File: src/rtl/core/gqg_pkg.sv
`timescale 1ns / 1ps

package gqg_pkg;

  localparam int GLYPH_COUNT = 95;
  localparam int GLYPH_IDX_W = $clog2(GLYPH_COUNT);

  localparam int UNIT_W  = 18;
  localparam int POS_W   = 19;
  localparam int U_W     = 17;
  localparam int PIX_W   = 8;
  localparam int START_W = 12;
  localparam int PROD_W  = START_W + UNIT_W;
  localparam int SPAN_W  = PIX_W + UNIT_W;
  localparam int WIDE_W  = 32;

  localparam logic [UNIT_W-1:0] X_UNIT_RESET = UNIT_W'(102);
  localparam logic [UNIT_W-1:0] Y_UNIT_RESET = UNIT_W'(182);

  localparam logic CFG_X_UNIT = 1'b0;
  localparam logic CFG_Y_UNIT = 1'b1;

  localparam logic CMD_WRITE = 1'b0;
  localparam logic CMD_CHAR  = 1'b1;

  localparam logic [PIX_W-1:0] CODE_SPACE = 8'd32;
  localparam logic [PIX_W-1:0] CODE_LAST  = 8'd126;

  localparam logic signed [WIDE_W-1:0] Q16_ONE = 32'sd65536;
  localparam logic signed [WIDE_W-1:0] POS_MIN = -32'sd262144;
  localparam logic signed [WIDE_W-1:0] POS_MAX = 32'sd262143;

  localparam logic [2:0] VERT_LAST = 3'd5;

  typedef logic signed [POS_W-1:0] pos_t;

  typedef enum logic [1:0] {
    KIND_NONE  = 2'd0,
    KIND_SPACE = 2'd1,
    KIND_GLYPH = 2'd2
  } kind_t;

  typedef struct packed {
    logic [U_W-1:0]   u_left;
    logic [U_W-1:0]   u_right;
    logic [PIX_W-1:0] pixels;
  } glyph_t;

  typedef struct packed {
    pos_t           left;
    pos_t           right;
    pos_t           top;
    pos_t           bottom;
    logic [U_W-1:0] u_left;
    logic [U_W-1:0] u_right;
  } quad_t;

  typedef struct packed {
    kind_t                kind;
    logic                 first;
    logic [START_W-1:0]   start_x;
    logic [START_W-1:0]   start_y;
  } char_item_t;

  function automatic pos_t clamp_pos(input logic signed [WIDE_W-1:0] v);
    logic signed [WIDE_W-1:0] c;
    begin
      if (v < POS_MIN) begin
        c = POS_MIN;
      end else if (v > POS_MAX) begin
        c = POS_MAX;
      end else begin
        c = v;
      end
      return c[POS_W-1:0];
    end
  endfunction

endpackage

File: src/rtl/core/gqg_vertex_seq.sv
`timescale 1ns / 1ps

module gqg_vertex_seq (
  input  logic                        clk,
  input  logic                        rst,
  input  logic                        quad_valid,
  input  gqg_pkg::quad_t              quad_in,
  output logic                        quad_ready,
  output logic                        vert_valid,
  input  logic                        vert_stall,
  output logic signed [gqg_pkg::POS_W-1:0] vert_x,
  output logic signed [gqg_pkg::POS_W-1:0] vert_y,
  output logic [gqg_pkg::U_W-1:0]     tex_u,
  output logic                        tex_v,
  output logic                        last
);
  import gqg_pkg::*;

  logic       busy;
  quad_t      q;
  logic [2:0] cnt;
  logic       load;
  logic       done;

  pos_t           x_sel;
  pos_t           y_sel;
  logic [U_W-1:0] u_sel;
  logic           v_sel;

  assign load       = busy && (!vert_valid || !vert_stall);
  assign done       = load && (cnt == VERT_LAST);
  assign quad_ready = !busy || done;

  always_ff @(posedge clk) begin
    if (rst) begin
      busy <= 1'b0;
      cnt  <= '0;
    end else if (quad_ready) begin
      busy <= quad_valid;
      cnt  <= '0;
    end else if (load) begin
      cnt <= cnt + 3'd1;
    end
  end

  always_ff @(posedge clk) begin
    if (quad_ready && quad_valid) begin
      q <= quad_in;
    end
  end

  // two triangles: TL BR BL, TL TR BR
  always_comb begin
    unique case (cnt)
      3'd0, 3'd3: begin
        x_sel = q.left;  y_sel = q.top;    u_sel = q.u_left;  v_sel = 1'b0;
      end
      3'd1, 3'd5: begin
        x_sel = q.right; y_sel = q.bottom; u_sel = q.u_right; v_sel = 1'b1;
      end
      3'd2: begin
        x_sel = q.left;  y_sel = q.bottom; u_sel = q.u_left;  v_sel = 1'b1;
      end
      3'd4: begin
        x_sel = q.right; y_sel = q.top;    u_sel = q.u_right; v_sel = 1'b0;
      end
      default: begin
        x_sel = q.left;  y_sel = q.top;    u_sel = q.u_left;  v_sel = 1'b0;
      end
    endcase
  end

  always_ff @(posedge clk) begin
    if (rst) begin
      vert_valid <= 1'b0;
    end else if (load) begin
      vert_valid <= 1'b1;
    end else if (!vert_stall) begin
      vert_valid <= 1'b0;
    end
  end

  always_ff @(posedge clk) begin
    if (load) begin
      vert_x <= x_sel;
      vert_y <= y_sel;
      tex_u  <= u_sel;
      tex_v  <= v_sel;
      last   <= (cnt == VERT_LAST);
    end
  end

endmodule
File: config.mk
export PLATFORM = sky130hd
export DESIGN_NAME = gqg_vertex_seq
export DESIGN_NICKNAME = d
export VERILOG_FILES = /design/src/rtl/core/gqg_pkg.sv /design/src/rtl/core/gqg_vertex_seq.sv
export SDC_FILE = /design/constraint.sdc
export NUM_CORES = 1
export LEC_CHECK = 0
export BUFFER_PORTS_ARGS = -buffer_cell sky130_fd_sc_hd__buf_2
export CORE_MARGIN = 2
export CORE_UTILIZATION = 51
export CTS_BUF_LIST = sky130_fd_sc_hd__clkbuf_8 sky130_fd_sc_hd__clkbuf_16
export DETAILED_ROUTE_END_ITERATION = 6
export GPL_TIMING_DRIVEN = 1
export PLACE_DENSITY_LB_ADDON = 0.1
export RECOVER_POWER = 25
export SLEW_MARGIN = 20
export SYNTH_ARGS = -nofsm -noshare
export SYNTH_HDL_FRONTEND = slang
export SYNTH_SLANG_ARGS = --single-unit
File: constraint.sdc
create_clock -name clk -period 5.5 [get_ports clk]
set_input_delay 0 -clock clk [delete_from_list [all_inputs] [get_ports clk]]
set_output_delay 0 -clock clk [all_outputs]
set_load 0.01 [all_outputs]
[Word-level counts from Yosys, hierarchy flattened]
Cells that the tools add are included.
Cells by class
  mux-type cells: 6
  add/sub/neg operators: 1
  reduce and logical (&&, ||, !) cells: 11
  equality and inequality tests: 5
Operator list (count)
  $mux W19: 2
  $mux W17: 1
  $eq A3 B3 Y1 const B: 2
  $reduce_or A3 Y1: 2
  $add A3 B1 Y3 const B: 1
  $eq A3 B1 Y1 const B: 1
  $eq A3 B2 Y1 const B: 1
  $logic_and A1 B1 Y1: 3
  $logic_not A1 Y1: 3
  $mux W1: 3
  $logic_or A1 B1 Y1: 2
  $ne A2 B1 Y1 const B: 1
  $reduce_or A2 Y1: 1
Storage, ports and cells
  word-level logic and storage cells: 37
  bits in registers: 172
  output and inout bits: 59
  bits of input ports: 114

[Logic depth before layout (Yosys ltp)]
  depth in word-level cells: 6
  gate-level depth with buffers: 6
  depth with buffers taken out: 5

[Worst setup path after synthesis]
OpenSTA, ideal clock, no wires.
  path kind: register to register
  start: reg cnt[0]
  end: reg q[0] in the netlist's numbering (enable)
  clock period less this slack: 4.201 ns
  setup time: 0.481 ns
  cell stages (with the launch flop): 5
  setup slack: 1.299 ns
  data arrival time: 3.720 ns
  data required time: 5.019 ns
  path buffers: 0
  path through: dfxtp_1 -> ha_1 -> nand2_1 -> o21ai_1 -> and2_1
Between the ends
  word-level cells in the longest chain between the ends: 4
RTL lines
  from (decl): line gqg_vertex_seq.sv:21  | logic [2:0] cnt;
  from (signal assigned): line gqg_vertex_seq.sv:42  | cnt <= cnt + 3'd1;
  $eq A3 B3 Y1: line gqg_vertex_seq.sv:31  | assign done = load && (cnt == VERT_LAST);
  $logic_and A1 B1 Y1: line gqg_vertex_seq.sv:31
  $logic_or A1 B1 Y1: line gqg_vertex_seq.sv:32  | assign quad_ready = !busy || done;
  named net quad_ready: line gqg_vertex_seq.sv:8  | output logic quad_ready,
  $logic_and A1 B1 Y1: line gqg_vertex_seq.sv:47  | if (quad_ready && quad_valid) begin
  to (signal assigned): line gqg_vertex_seq.sv:48  | q <= quad_in;
  to (decl): line gqg_vertex_seq.sv:20  | quad_t q;
The timed path passes the listed nets, and every way through them passes these cells.
A chain may end at the register's enable or synchronous reset.

[Worst setup path after layout]
  start: reg cnt[1]
  end: reg q[79] in the netlist's numbering (enable)
Between the ends
  word-level cells in the longest chain between the ends: 4
RTL lines (line)
  $eq A3 B3 Y1: gqg_vertex_seq.sv:31
  $logic_and A1 B1 Y1: gqg_vertex_seq.sv:31
  $logic_or A1 B1 Y1: gqg_vertex_seq.sv:32
  $logic_and A1 B1 Y1: gqg_vertex_seq.sv:47
No other way between the ends.

==> reports/metrics.cfg <==
[synthesis]
ys_seq_elements=172
yosysWarnings=0
synth_top_area_cell=edfxtp_1
synth.cell_area_um2=6010
syn_avg_cell_area_um2=22.9
ys_types=22
synth_top_area_share_pct=83.5
synth_area_leaders=edfxtp_1 84%, mux2_2 9.9%, dfxtp_1 1.7%, ha_1 1.0%, buf_6 0.94%
synth_cells=262
syn-num-nets=381
yosysSeqAreaShare_pct=85.2

[final_layout]
antenna_cells=0
regArea_um2=5110
final_util_pct=75.9
stdcell_count=721
final_layout_size_suffix_gt1_share_pct=44.1
fin_nets=684
fillers=674
area_growth_pct=44.9
multi_input_area_um2=820

[setup_path]
r2r-end=q[79]
worstSetupPathType=flop to flop
arrival_ps=3010
r2r_cells=6
timing.rr.start=cnt[1]
crit_cells=6
slowest_delay_ps=750
worstSetupStartpointType=flop
cp_top_family=simple AND/OR/NAND/NOR gates
cp_cell_sequence=inv_1 -> ha_1 -> nand2_1 -> o21ai_1 -> and2_4 -> buf_4
rrSetupSlack_ps=2530
critical_path_buf_inv_count=2
cp_max_fo=63
slowest_stage=and2_4
required_ps=5550
cp-end-kind=flop

[sta]
finalSetupViolCount=0
fin_crit_sh_pct=54.0
rsz0062_at_grt=false
fin_crit_ps=2970
slew_viol_final=0
finalSetupTns_ps=0
fin_skew_ps=7.68
holdWs_ps=294
max_freq_mhz=337
hold_violations=0
tightest_slew_ps=840
relSlewSlack_pct=44.0

[cts]
clock_latency_ps=420
h-tree-depth=4
cts_tree=yes
hold_buffers=113
cts-buffers-inserted=17
cts_resized=0
clock_tree.buffer_depth=2
root_buffer=clkbuf_16
postCtsSetupBuffers=0
cts.sinks=172
clkTransAtPathRegs_ps=60

[hold_path]
hold_end=q[23]
whs_path_depth=2
hp-start=quad_in[23]
hold_class=input port to flop

[global_routing]
antenna_found_initial=0
grt.total_usage_pct=19.3
first_global_vias=3779
grt_start_max_net_pins=64
globalRouteOverflowTotal=0
grt_pass1_wl_mm=18.1

[floorplanning]
fp.coreArea_um2=11500
die_area_um2=12700
io_pins=173
fp-row-count=39
start_util_pct=52.4
die_w_um=113
fp.dieH_um=113

[route]
vias_per_cell=4.69
ant_nets=0
vias=3382
drt-total-wl_mm=11.7
drc_errors=0
drt_iter0_drc=186
firstDrtPassIters=4
wl_per_cell_um=16.3

[placement]
placed_cells=575
dp_hpwl_mm=6.41
place.gp.congestion=0.808
portBuffers=172

[power_and_ir_drop]
p_per_area_nw_per_um2=329
irDropWorstVdd_v=0.000272
p_leak_uw=0.00342

[job]
drv_cap=0

[outcome]
status=completed

## layer usage
metal | wire, um | vias to the layer above | global-route usage [%]
met4 | 259 | 0 | 8.05
met1 | 4450 | 1607 | 20.5
met2 | 6370 | 117 | 35.5
li1 | - | 1636 | -
met5 | 0 | - | 0
met3 | 652 | 22 | 6.05
## registers in the layout, summed over array words and instances (netlist names)
name and flops:
vert_y 19, vert_valid 1, busy 1, tex_v 1, vert_x 19, tex_u 17, q 110, last 1
cnt 3
## cell families after synthesis
family	Yosys count	synth area share, %
flops	172	85.2
mux	56	10.5
buf+inv	12	1.38
simple gates	9	0.771
compound gates	7	1.02
fa+ha+maj	5	1.04
xor+xnor	1	0.146
## area by class of cell
type	count	area share [%]
clock buffer	17	4.89
clock inverter	15	1.35
inverter	7	0.302
multi-input combinational	78	9.41
sequential	172	58.8
tap	143	2.06
timing repair buffer	289	23.2
## through the flow
step / setup WS, ps / power (uW) / instance area, um^2
6_report: 2530 / 2870 / 8700
5_1_grt: 2250 / 2960 / 8700
4_1_cts: 2490 / 2890 / 8700
3_5_place_dp: 2490 / 1740 / 7020
3_3_place_gp: 2620 / 1730 / 7020
2_1_floorplan: 1300 / 1660 / 6010
## worst max-delay path by stage
stage / slack (ps) / from / end
after floorplan: 1300 / cnt[0] / q[0]
after global placement: 2620 / cnt[0] / q[103]
after detailed placement: 2490 / cnt[1] / q[95]
after CTS: 2490 / cnt[1] / q[82]
after global routing: 2250 / cnt[1] / q[96]
final: 2530 / cnt[1] / q[79]
## synth_stat cells
library cell  number
edfxtp_1         167
mux2_2            53
inv_1              7
buf_6              5
dfxtp_1            5
ha_1               5
and2_1             2
mux2_1             2
nor2_1             2
nor3_1             2
a211oi_1           1
a21bo_2            1
a21oi_1            1
a21oi_4            1
mux2i_1            1
nand2_1            1
nand2b_1           1
o21ai_0            1
o21ai_1            1
o31ai_2            1
or3_1              1
xnor2_1            1
## worst reg2reg max path, stage by stage, from the launching register on
cell and delay, ps:
dfxtp_1 340, inv_1 100, ha_1 280, nand2_1 100
o21ai_1 330, and2_4 750, buf_4 670
## where the power goes
| part | leakage (uW) | internal, uW | total, uW | switching (uW) |
|---|---|---|---|---|
| sequential | 0.00163 | 1530 | 1550 | 18.0 |
| combinational | 0.00150 | 127 | 226 | 99.5 |
| clock | 0.000285 | 651 | 1090 | 441 |
| total | 0.00342 | 2310 | 2870 | 559 |
## placed cells by master, fill, tap and decap left out, drive strengths merged, types with 2 or more instances in the layout
cell         synthesis  routed
clkinv               0       7
o21ai                2       2
a21oi                2       2
ha                   5       5
dlygate4sd3          0     113
clkbuf               0      20
nor2                 2       2
buf                  5     173
mux2                55      55
bufinv               0       2
inv                  7      12
and2                 2       2
edfxtp             167     167
dfxtp                5       5
nor3                 2       2
Note: power is estimated with default switching activity, not from simulation.
