## src/rtl/core/gqg_pkg.sv

```systemverilog
`timescale 1ns / 1ps

package gqg_pkg;

  localparam int GLYPH_COUNT = 95;
  localparam int GLYPH_IDX_W = $clog2(GLYPH_COUNT);

  localparam int UNIT_W  = 18;
  localparam int POS_W   = 19;
  localparam int U_W     = 17;
  localparam int PIX_W   = 8;
  localparam int START_W = 12;
  localparam int PROD_W  = START_W + UNIT_W;
  localparam int SPAN_W  = PIX_W + UNIT_W;
  localparam int WIDE_W  = 32;

  localparam logic [UNIT_W-1:0] X_UNIT_RESET = UNIT_W'(102);
  localparam logic [UNIT_W-1:0] Y_UNIT_RESET = UNIT_W'(182);

  localparam logic CFG_X_UNIT = 1'b0;
  localparam logic CFG_Y_UNIT = 1'b1;

  localparam logic CMD_WRITE = 1'b0;
  localparam logic CMD_CHAR  = 1'b1;

  localparam logic [PIX_W-1:0] CODE_SPACE = 8'd32;
  localparam logic [PIX_W-1:0] CODE_LAST  = 8'd126;

  localparam logic signed [WIDE_W-1:0] Q16_ONE = 32'sd65536;
  localparam logic signed [WIDE_W-1:0] POS_MIN = -32'sd262144;
  localparam logic signed [WIDE_W-1:0] POS_MAX = 32'sd262143;

  localparam logic [2:0] VERT_LAST = 3'd5;

  typedef logic signed [POS_W-1:0] pos_t;

  typedef enum logic [1:0] {
    KIND_NONE  = 2'd0,
    KIND_SPACE = 2'd1,
    KIND_GLYPH = 2'd2
  } kind_t;

  typedef struct packed {
    logic [U_W-1:0]   u_left;
    logic [U_W-1:0]   u_right;
    logic [PIX_W-1:0] pixels;
  } glyph_t;

  typedef struct packed {
    pos_t           left;
    pos_t           right;
    pos_t           top;
    pos_t           bottom;
    logic [U_W-1:0] u_left;
    logic [U_W-1:0] u_right;
  } quad_t;

  typedef struct packed {
    kind_t                kind;
    logic                 first;
    logic [START_W-1:0]   start_x;
    logic [START_W-1:0]   start_y;
  } char_item_t;

  function automatic pos_t clamp_pos(input logic signed [WIDE_W-1:0] v);
    logic signed [WIDE_W-1:0] c;
    begin
      if (v < POS_MIN) begin
        c = POS_MIN;
      end else if (v > POS_MAX) begin
        c = POS_MAX;
      end else begin
        c = v;
      end
      return c[POS_W-1:0];
    end
  endfunction

endpackage

```

## src/rtl/core/gqg_pen_unit.sv

```systemverilog
`timescale 1ns / 1ps

module gqg_pen_unit (
  input  logic                            clk,
  input  logic                            rst,
  input  logic                            accept,
  input  gqg_pkg::char_item_t             item,
  output logic                            take,
  input  logic [gqg_pkg::UNIT_W-1:0]      x_unit,
  input  logic [gqg_pkg::UNIT_W-1:0]      y_unit,
  input  gqg_pkg::glyph_t                 glyph,
  output logic                            quad_valid,
  output gqg_pkg::quad_t                  quad,
  input  logic                            quad_ready
);
  import gqg_pkg::*;

  // stage 1: raw start products, glyph entry arriving from memory
  logic              s1_valid;
  kind_t             s1_kind;
  logic              s1_first;
  logic [PROD_W-1:0] s1_px;
  logic [PROD_W-1:0] s1_py;

  // stage 2: converted start position and glyph span
  logic              s2_valid;
  kind_t             s2_kind;
  logic              s2_first;
  pos_t              s2_loadx;
  pos_t              s2_loady;
  logic [SPAN_W-1:0] s2_span;
  logic [U_W-1:0]    s2_u_left;
  logic [U_W-1:0]    s2_u_right;

  pos_t pen_x;
  pos_t row_top;

  logic s1_adv;
  logic s2_adv;
  logic s2_take;

  pos_t                     pen_base;
  pos_t                     top_base;
  logic signed [WIDE_W-1:0] pen_wide;
  logic signed [WIDE_W-1:0] top_wide;
  logic signed [WIDE_W-1:0] span_wide;
  logic signed [WIDE_W-1:0] xu_wide;
  logic signed [WIDE_W-1:0] xu3_wide;
  logic signed [WIDE_W-1:0] yu16_wide;
  pos_t                     pen_x_next;

  assign s2_adv  = s2_valid && ((s2_kind != KIND_GLYPH) || quad_ready);
  assign s2_take = !s2_valid || s2_adv;
  assign s1_adv  = s1_valid && s2_take;
  assign take    = !s1_valid || s1_adv;

  always_ff @(posedge clk) begin
    if (rst) begin
      s1_valid <= 1'b0;
    end else if (take) begin
      s1_valid <= accept;
    end
  end

  always_ff @(posedge clk) begin
    if (accept) begin
      s1_kind  <= item.kind;
      s1_first <= item.first;
      s1_px    <= item.start_x * x_unit;
      s1_py    <= item.start_y * y_unit;
    end
  end

  always_ff @(posedge clk) begin
    if (rst) begin
      s2_valid <= 1'b0;
    end else if (s2_take) begin
      s2_valid <= s1_adv;
    end
  end

  always_ff @(posedge clk) begin
    if (s1_adv) begin
      s2_kind    <= s1_kind;
      s2_first   <= s1_first;
      s2_loadx   <= clamp_pos($signed({2'b00, s1_px}) - Q16_ONE);
      s2_loady   <= clamp_pos(Q16_ONE - $signed({2'b00, s1_py}));
      s2_span    <= glyph.pixels * x_unit;
      s2_u_left  <= glyph.u_left;
      s2_u_right <= glyph.u_right;
    end
  end

  assign pen_base  = s2_first ? s2_loadx : pen_x;
  assign top_base  = s2_first ? s2_loady : row_top;
  assign pen_wide  = WIDE_W'(pen_base);
  assign top_wide  = WIDE_W'(top_base);
  assign span_wide = $signed({{(WIDE_W - SPAN_W){1'b0}}, s2_span});
  assign xu_wide   = $signed({{(WIDE_W - UNIT_W){1'b0}}, x_unit});
  assign xu3_wide  = xu_wide + (xu_wide <<< 1);
  assign yu16_wide = $signed({{(WIDE_W - UNIT_W){1'b0}}, y_unit}) <<< 4;

  always_comb begin
    unique case (s2_kind)
      KIND_SPACE: pen_x_next = clamp_pos(pen_wide + xu3_wide);
      KIND_GLYPH: pen_x_next = clamp_pos(pen_wide + span_wide + xu_wide);
      default:    pen_x_next = pen_base;
    endcase
  end

  always_ff @(posedge clk) begin
    if (rst) begin
      pen_x   <= '0;
      row_top <= '0;
    end else if (s2_adv) begin
      pen_x   <= pen_x_next;
      row_top <= top_base;
    end
  end

  assign quad_valid     = s2_valid && (s2_kind == KIND_GLYPH);
  assign quad.left      = pen_base;
  assign quad.right     = clamp_pos(pen_wide + span_wide);
  assign quad.top       = top_base;
  assign quad.bottom    = clamp_pos(top_wide - yu16_wide);
  assign quad.u_left    = s2_u_left;
  assign quad.u_right   = s2_u_right;

endmodule

```

## config.mk

```make
export PLATFORM = sky130hd
export DESIGN_NAME = gqg_pen_unit
export DESIGN_NICKNAME = d
export VERILOG_FILES = /design/src/rtl/core/gqg_pkg.sv /design/src/rtl/core/gqg_pen_unit.sv
export SDC_FILE = /design/constraint.sdc
export NUM_CORES = 2
export LEC_CHECK = 0
export ABC_AREA = 1
export BUFFER_PORTS_ARGS = -buffer_cell sky130_fd_sc_hd__buf_2
export CORE_AREA = 2 2 290 292
export CTS_CLUSTER_SIZE = 24
export DETAILED_ROUTE_END_ITERATION = 6
export DIE_AREA = 0 0 292 294
export PLACE_DENSITY = 0.6
export RECOVER_POWER = 50
export SKIP_LAST_GASP = 1
export SLEW_MARGIN = 15
export SYNTH_ARGS = -nofsm -noshare
export SYNTH_HDL_FRONTEND = slang
export SYNTH_SLANG_ARGS = --single-unit
```

## constraint.sdc

```tcl
create_clock -name clk -period 8.2 [get_ports clk]
set_input_delay 0.41 -clock clk [delete_from_list [all_inputs] [get_ports clk]]
set_output_delay 0.41 -clock clk [all_outputs]
set_load 0.05 [all_outputs]
```

---- Word level (Yosys, flattened, before mapping) ----
Index checks and enable logic that the tools add are counted.
operators by class
  $add $sub $neg .......................... 7
  multiply operators ...................... 3
  divide/modulo/power cells ............... 0
  order comparisons ....................... 12
  equality and inequality tests ........... 3
  shift operators ......................... 0
  mux-type cells .......................... 13
  bitwise operators ....................... 0
  reduce and logical (&&, ||, !) cells .... 8
operators with widths
  cell                                                                    count
  19-bit two-way mux                                                      12
  31-bit by 19-bit > comparator with 1-bit output, second input constant  2
  31-bit by 19-bit < comparator with 1-bit output, second input constant  2
  12-bit by 18-bit multiplier with 30-bit output                          2
  19-bit case mux with 2 select lines                                     1
  17-bit by 30-bit subtractor with 31-bit output, first input constant    1
  30-bit by 17-bit subtractor with 31-bit output, second input constant   1
  28-bit by 19-bit adder with 29-bit output                               1
  29-bit by 19-bit > comparator with 1-bit output, second input constant  1
  29-bit by 19-bit < comparator with 1-bit output, second input constant  1
  19-bit by 27-bit adder with 28-bit output                               1
  28-bit by 19-bit > comparator with 1-bit output, second input constant  1
  28-bit by 19-bit < comparator with 1-bit output, second input constant  1
  8-bit by 18-bit multiplier with 26-bit output                           1
  24-bit by 19-bit > comparator with 1-bit output, second input constant  1
  24-bit by 19-bit < comparator with 1-bit output, second input constant  1
  19-bit by 23-bit subtractor with 24-bit output                          1
  19-bit by 21-bit adder with 22-bit output                               1
  22-bit by 19-bit > comparator with 1-bit output, second input constant  1
  22-bit by 19-bit < comparator with 1-bit output, second input constant  1
  18-bit by 19-bit adder with 20-bit output                               1
  1-bit logical AND                                                       3
  1-bit logical OR                                                        3
  2-bit by 1-bit equality test with 1-bit output, second input constant   1
  3 further kinds                                                         4
word-level totals
  register bits ........................... 204
  bits in latches ......................... 0
  memory bits (writable) .................. 0
  ROM bits ................................ 0
  input bits .............................. 109
  output and inout bits ................... 112
  word-level logic and storage cells ...... 61
  memories kept ........................... 0

---- Depth between registers and ports, before layout ----
  depth after elaboration ................. 7
  depth in mapped cells ................... 39

---- Worst setup path before layout ----
No wires, ideal clock.
  path kind ............................... in2reg
  start ................................... in item[11] (netlist name)
  end ..................................... reg s1_py[28], data pin
  setup time .............................. 265 ps
  data arrival time ....................... 5701 ps
  required time ........................... 7935 ps
  slack ................................... 2234 ps
  cell stages on the path ................. 22
  path through ............................ clkbuf_1 -> clkbuf_1 -> nand2_1 -> fa_1 -> fa_1 -> inv_1 -> fa_1 -> inv_1 -> fa_1 -> inv_1 -> fa_1 -> ha_1 -> a21oi_1 -> a21boi_1 -> o21ai_0 -> a21boi_1 -> o21ai_0 -> a21boi_1 -> o21ai_0 -> a21boi_1 -> o21ai_0 -> xor2_1
on the way
  cells in the longest elaborated chain, start to end .. 1
ends and longest elaborated chain
  element                                         line                RTL
  from (decl)                                     gqg_pen_unit.sv:7   input gqg_pkg::char_item_t item,
  12-bit by 18-bit multiplier with 30-bit output  gqg_pen_unit.sv:70  s1_py <= item.start_y * y_unit;
  to (signal assigned)                            gqg_pen_unit.sv:70
  to (decl)                                       gqg_pen_unit.sv:23  logic [PROD_W-1:0] s1_py;
No other way between the ends.
A chain may end at the register's enable or synchronous reset.

---- Worst setup path in the final report ----
  start ................................... in x_unit[0] (netlist name)
  end ..................................... reg s1_px[26], data pin
on the way
  cells in the longest elaborated chain, start to end .. 1
ends and longest elaborated chain
  element                                         line                RTL
  from (decl)                                     gqg_pen_unit.sv:9   input logic [gqg_pkg::UNIT_W-1:0] x_unit,
  12-bit by 18-bit multiplier with 30-bit output  gqg_pen_unit.sv:69  s1_px <= item.start_x * x_unit;
  to (signal assigned)                            gqg_pen_unit.sv:69
  to (decl)                                       gqg_pen_unit.sv:22  logic [PROD_W-1:0] s1_px;
No other way between the ends.

==> flow_summary_export.csv <==
group,metric,value,unit
worst_setup_path,rrSetupSlack,2.16,ns
yosys,synth_cell_types,65,
timing,tightest_slew,3.81,ns
route,ant_nets,0,
clock_tree,clock-root-buffer,"clkbuf_16",
timing,finalCritPeriodShare,0.764,
yosys,synth_edf_count,164,
global_routing,grt_pass1_vias,26200,
route,vias,26700,
route,dr.first_iter.drc_count,1521,
place,place_area,34800,µm²
route,dr.pass1.iters,5,
global_routing,grt_antenna_before_repair,4,
global_routing,grt_pass1_wl,139,mm
die,die_width,292,µm
worst_setup_path,worstSetupStartpointType,"primary input",
yosys,ys_async_sr_fraction,0,
yosys,synth-seq-cells,204,
pwr,swShare,0.511,
final_layout,drive_gt1_frac,0.0755,
clock_tree,htree_levels,1,
timing,finalClockSkew,0.0418,ns
final_layout,area_growth,9.45,%
worst_setup_path,cp_max_fo,23,
die,rows,106,
place,dp_hpwl,68.8,mm
yosys,yosysMostFrequentCell,"nand2_1",
final_layout,fin_util,0.434,
global_routing,grt_usage,0.202,
route,viasPerCell,4.84,
yosys,synthTopCellsByArea,"fa_1 26%, edfxtp_1 15%, nand2_1 14%",
worst_setup_path,worstPathArrival,6.55,ns
worst_setup_path,crit_type,"primary input to flip-flop",
pwr,p_per_area,316,nW/µm²
clock_tree,clockBufferDepth,3,
timing,relSlewSlack,-1.54,
pwr,p_leak,19.6,nW
pwr,p_clk_frac,0.100,
clock_tree,path_clk_slew,0.06,ns
timing,timing.fmax,160,MHz
final_layout,layout.nets,5244,
worst_setup_path,critPathRequiredTime,8.49,ns
yosys,syn_area_per_cell,7.68,µm²
route,wl_per_cell,15.6,µm
status,status,"complete, but fails checks",
yosys,synthesis.area,32800,µm²
clock_tree,clkLatencyLatePin,0.58,ns
yosys,synth_top_area_frac,0.257,
timing,hold_violations,0,
timing,holdWs,0.0962,ns
place,io_buffers,220,
yosys,netlist_instances,4274,
timing,rsz0062_at_grt,"no",
yosys,synth_nets,5098,
yosys,synth_commonest_cells,"1200 x nand2_1, 977 x inv_1, 421 x fa_1",
timing,finalSetupViolations,0,
worst_hold_path,hold_class,"primary input to flip-flop",
final_layout,finalNonFillerCells,5520,
route,drc_errors,0,
global_routing,grt_overflow,0,
die,pin_count,221,
status,violations,"max-capacitance violations, max-slew violations",
global_routing,grt_start_max_net_pins,65,
place,dp.cells,5437,
pwr,pwr-share-comb,0.736,
die,start_util,0.396,
die,dieArea,85800,µm²
die,die_h,294,µm
place,gp_congestion,0.944,
yosys,ys_warn_count,0,
die,coreArea,82900,µm²
clock_tree,cts_tree,"built",
final_layout,final_area,35900,µm²
run,maxCapViolCount,4,
yosys,synth_flop_cell,"edfxtp_1",
timing,layout_min_cycle_time,6.26,ns
pwr,switching_power,0.00581,W
worst_setup_path,cp-end-kind,"flip-flop",
yosys,synth_area_leader_cell,"fa_1",
clock_tree,numCtsBuffers,25,
pwr,seqPwrFrac,0.163,
clock_tree,numClockSinks,204,
pwr,p_int,0.00556,W
route,wl,86.1,mm
timing,maxSlewViolCount,218,
yosys,seq_area_frac_synth,0.174,
pwr,ir_drop,0.253,mV
timing,tns,0,ns
[per-layer routing]
| layer | vias to the layer above | track usage | part of all wire |
|---|---|---|---|
| li1 | 13200 | - | - |
| met1 | 12900 | 0.269 | 0.45 |
| met2 | 523 | 0.344 | 0.48 |
| met3 | 95 | 0.0318 | 0.052 |
| met4 | 2 | 0.0458 | 0.024 |
| met5 | - | 0 | 0.00016 |
[metrics by stage]
stage	worst slack [ns]	power, W
after global routing	1.37	0.0127
after global placement	1.80	0.0102
after CTS	2.18	0.0115
after detailed placement	1.74	0.0102
final	1.94	0.0114
after floorplan	2.23	0.00829
[area by class of cell]
cell class	count	area (µm²)
multi-input cells	2927	22800
diodes	1	2.50
fillers	8423	47000
clock buffers	26	629
flip-flops and latches	204	5730
repair buffers	274	1530
inverters	988	3710
well taps	1080	1350
clock inverters	20	211
[power by group through the flow]
| stage | clock network [W] | registers, W | logic [W] |
|---|---|---|---|
| 6_report | 0.00114 | 0.00186 | 0.00837 |
| 5_1_grt | 0.00121 | 0.00188 | 0.00961 |
| 4_1_cts | 0.00117 | 0.00185 | 0.00843 |
| 3_5_place_dp | 0 | 0.00187 | 0.00836 |
| 3_3_place_gp | 0 | 0.00187 | 0.00828 |
| 2_1_floorplan | 0 | 0.00184 | 0.00644 |
[state kept, by name, summed over array words and instances (netlist names), 2 cells and up]
| signal | cells |
|---|---|
| s1_kind | 2 |
| s2_u_right | 17 |
| s1_px | 30 |
| row_top | 19 |
| s1_py | 30 |
| s2_loady | 19 |
| s2_u_left | 17 |
| pen_x | 19 |
| s2_kind | 2 |
| s2_span | 26 |
| s2_loadx | 19 |
[cell families after synthesis]
family,share of synthesized area
simple gates,0.195
buf+inv,0.132
fa+ha+maj,0.369
compound gates,0.0773
flops,0.174
xor+xnor,0.0522
[layout by cell type (no fill, tap or decap), types with 13 or more instances in the layout]
master / n
o21ai_1: 13
nor2_2: 16
ha_1: 294
inv_1: 977
xnor2_1: 70
edfxtp_1: 164
nand3_1: 88
nand2_2: 23
dlygate4sd3_1: 36
nor3_1: 23
clkbuf_1: 45
dfxtp_1: 40
nor2_1: 119
nand2_1: 1200
o21ai_0: 147
buf_4: 14
clkbuf_16: 25
o21bai_1: 16
xor2_1: 124
a21oi_1: 227
nand4_1: 37
buf_2: 180
fa_1: 421
[critical path, cell delays in order]
cell and delay [ns]:
clkbuf_1 0.88, nand2_1 0.20, fa_1 0.55, fa_1 0.54
inv_1 0.05, fa_1 0.55, inv_1 0.06, fa_1 0.53
inv_1 0.05, fa_1 0.48, ha_1 0.34, a21oi_1 0.11
o21ai_0 0.27, a21boi_0 0.21, o21ai_0 0.41, a21oi_1 0.18
o21ai_0 0.42, a21oi_1 0.15, xnor2_1 0.16
[path summary, 6_finish.rpt]
| path | cells past startpoint | to | from |
|---|---|---|---|
| worst max-delay path | 19 | s1_px[26] | x_unit[0] |
| worst min-delay path | 1 | s2_u_right[12] | glyph[20] |
| worst max register to register | 32 | pen_x[4] | s2_first |
| worst min register to register | 0 | s2_first | s1_first |
[repair_timing]
item / in CTS / in global routing
resized for setup: 0 / 0
setup buffers: 0 / 0
endpoints found under the setup margin: 0 / 0
endpoints found under the hold margin: 36 / 0
hold buffers: 36 / 0
No activity file was read; power rests on OpenSTA's default activity.
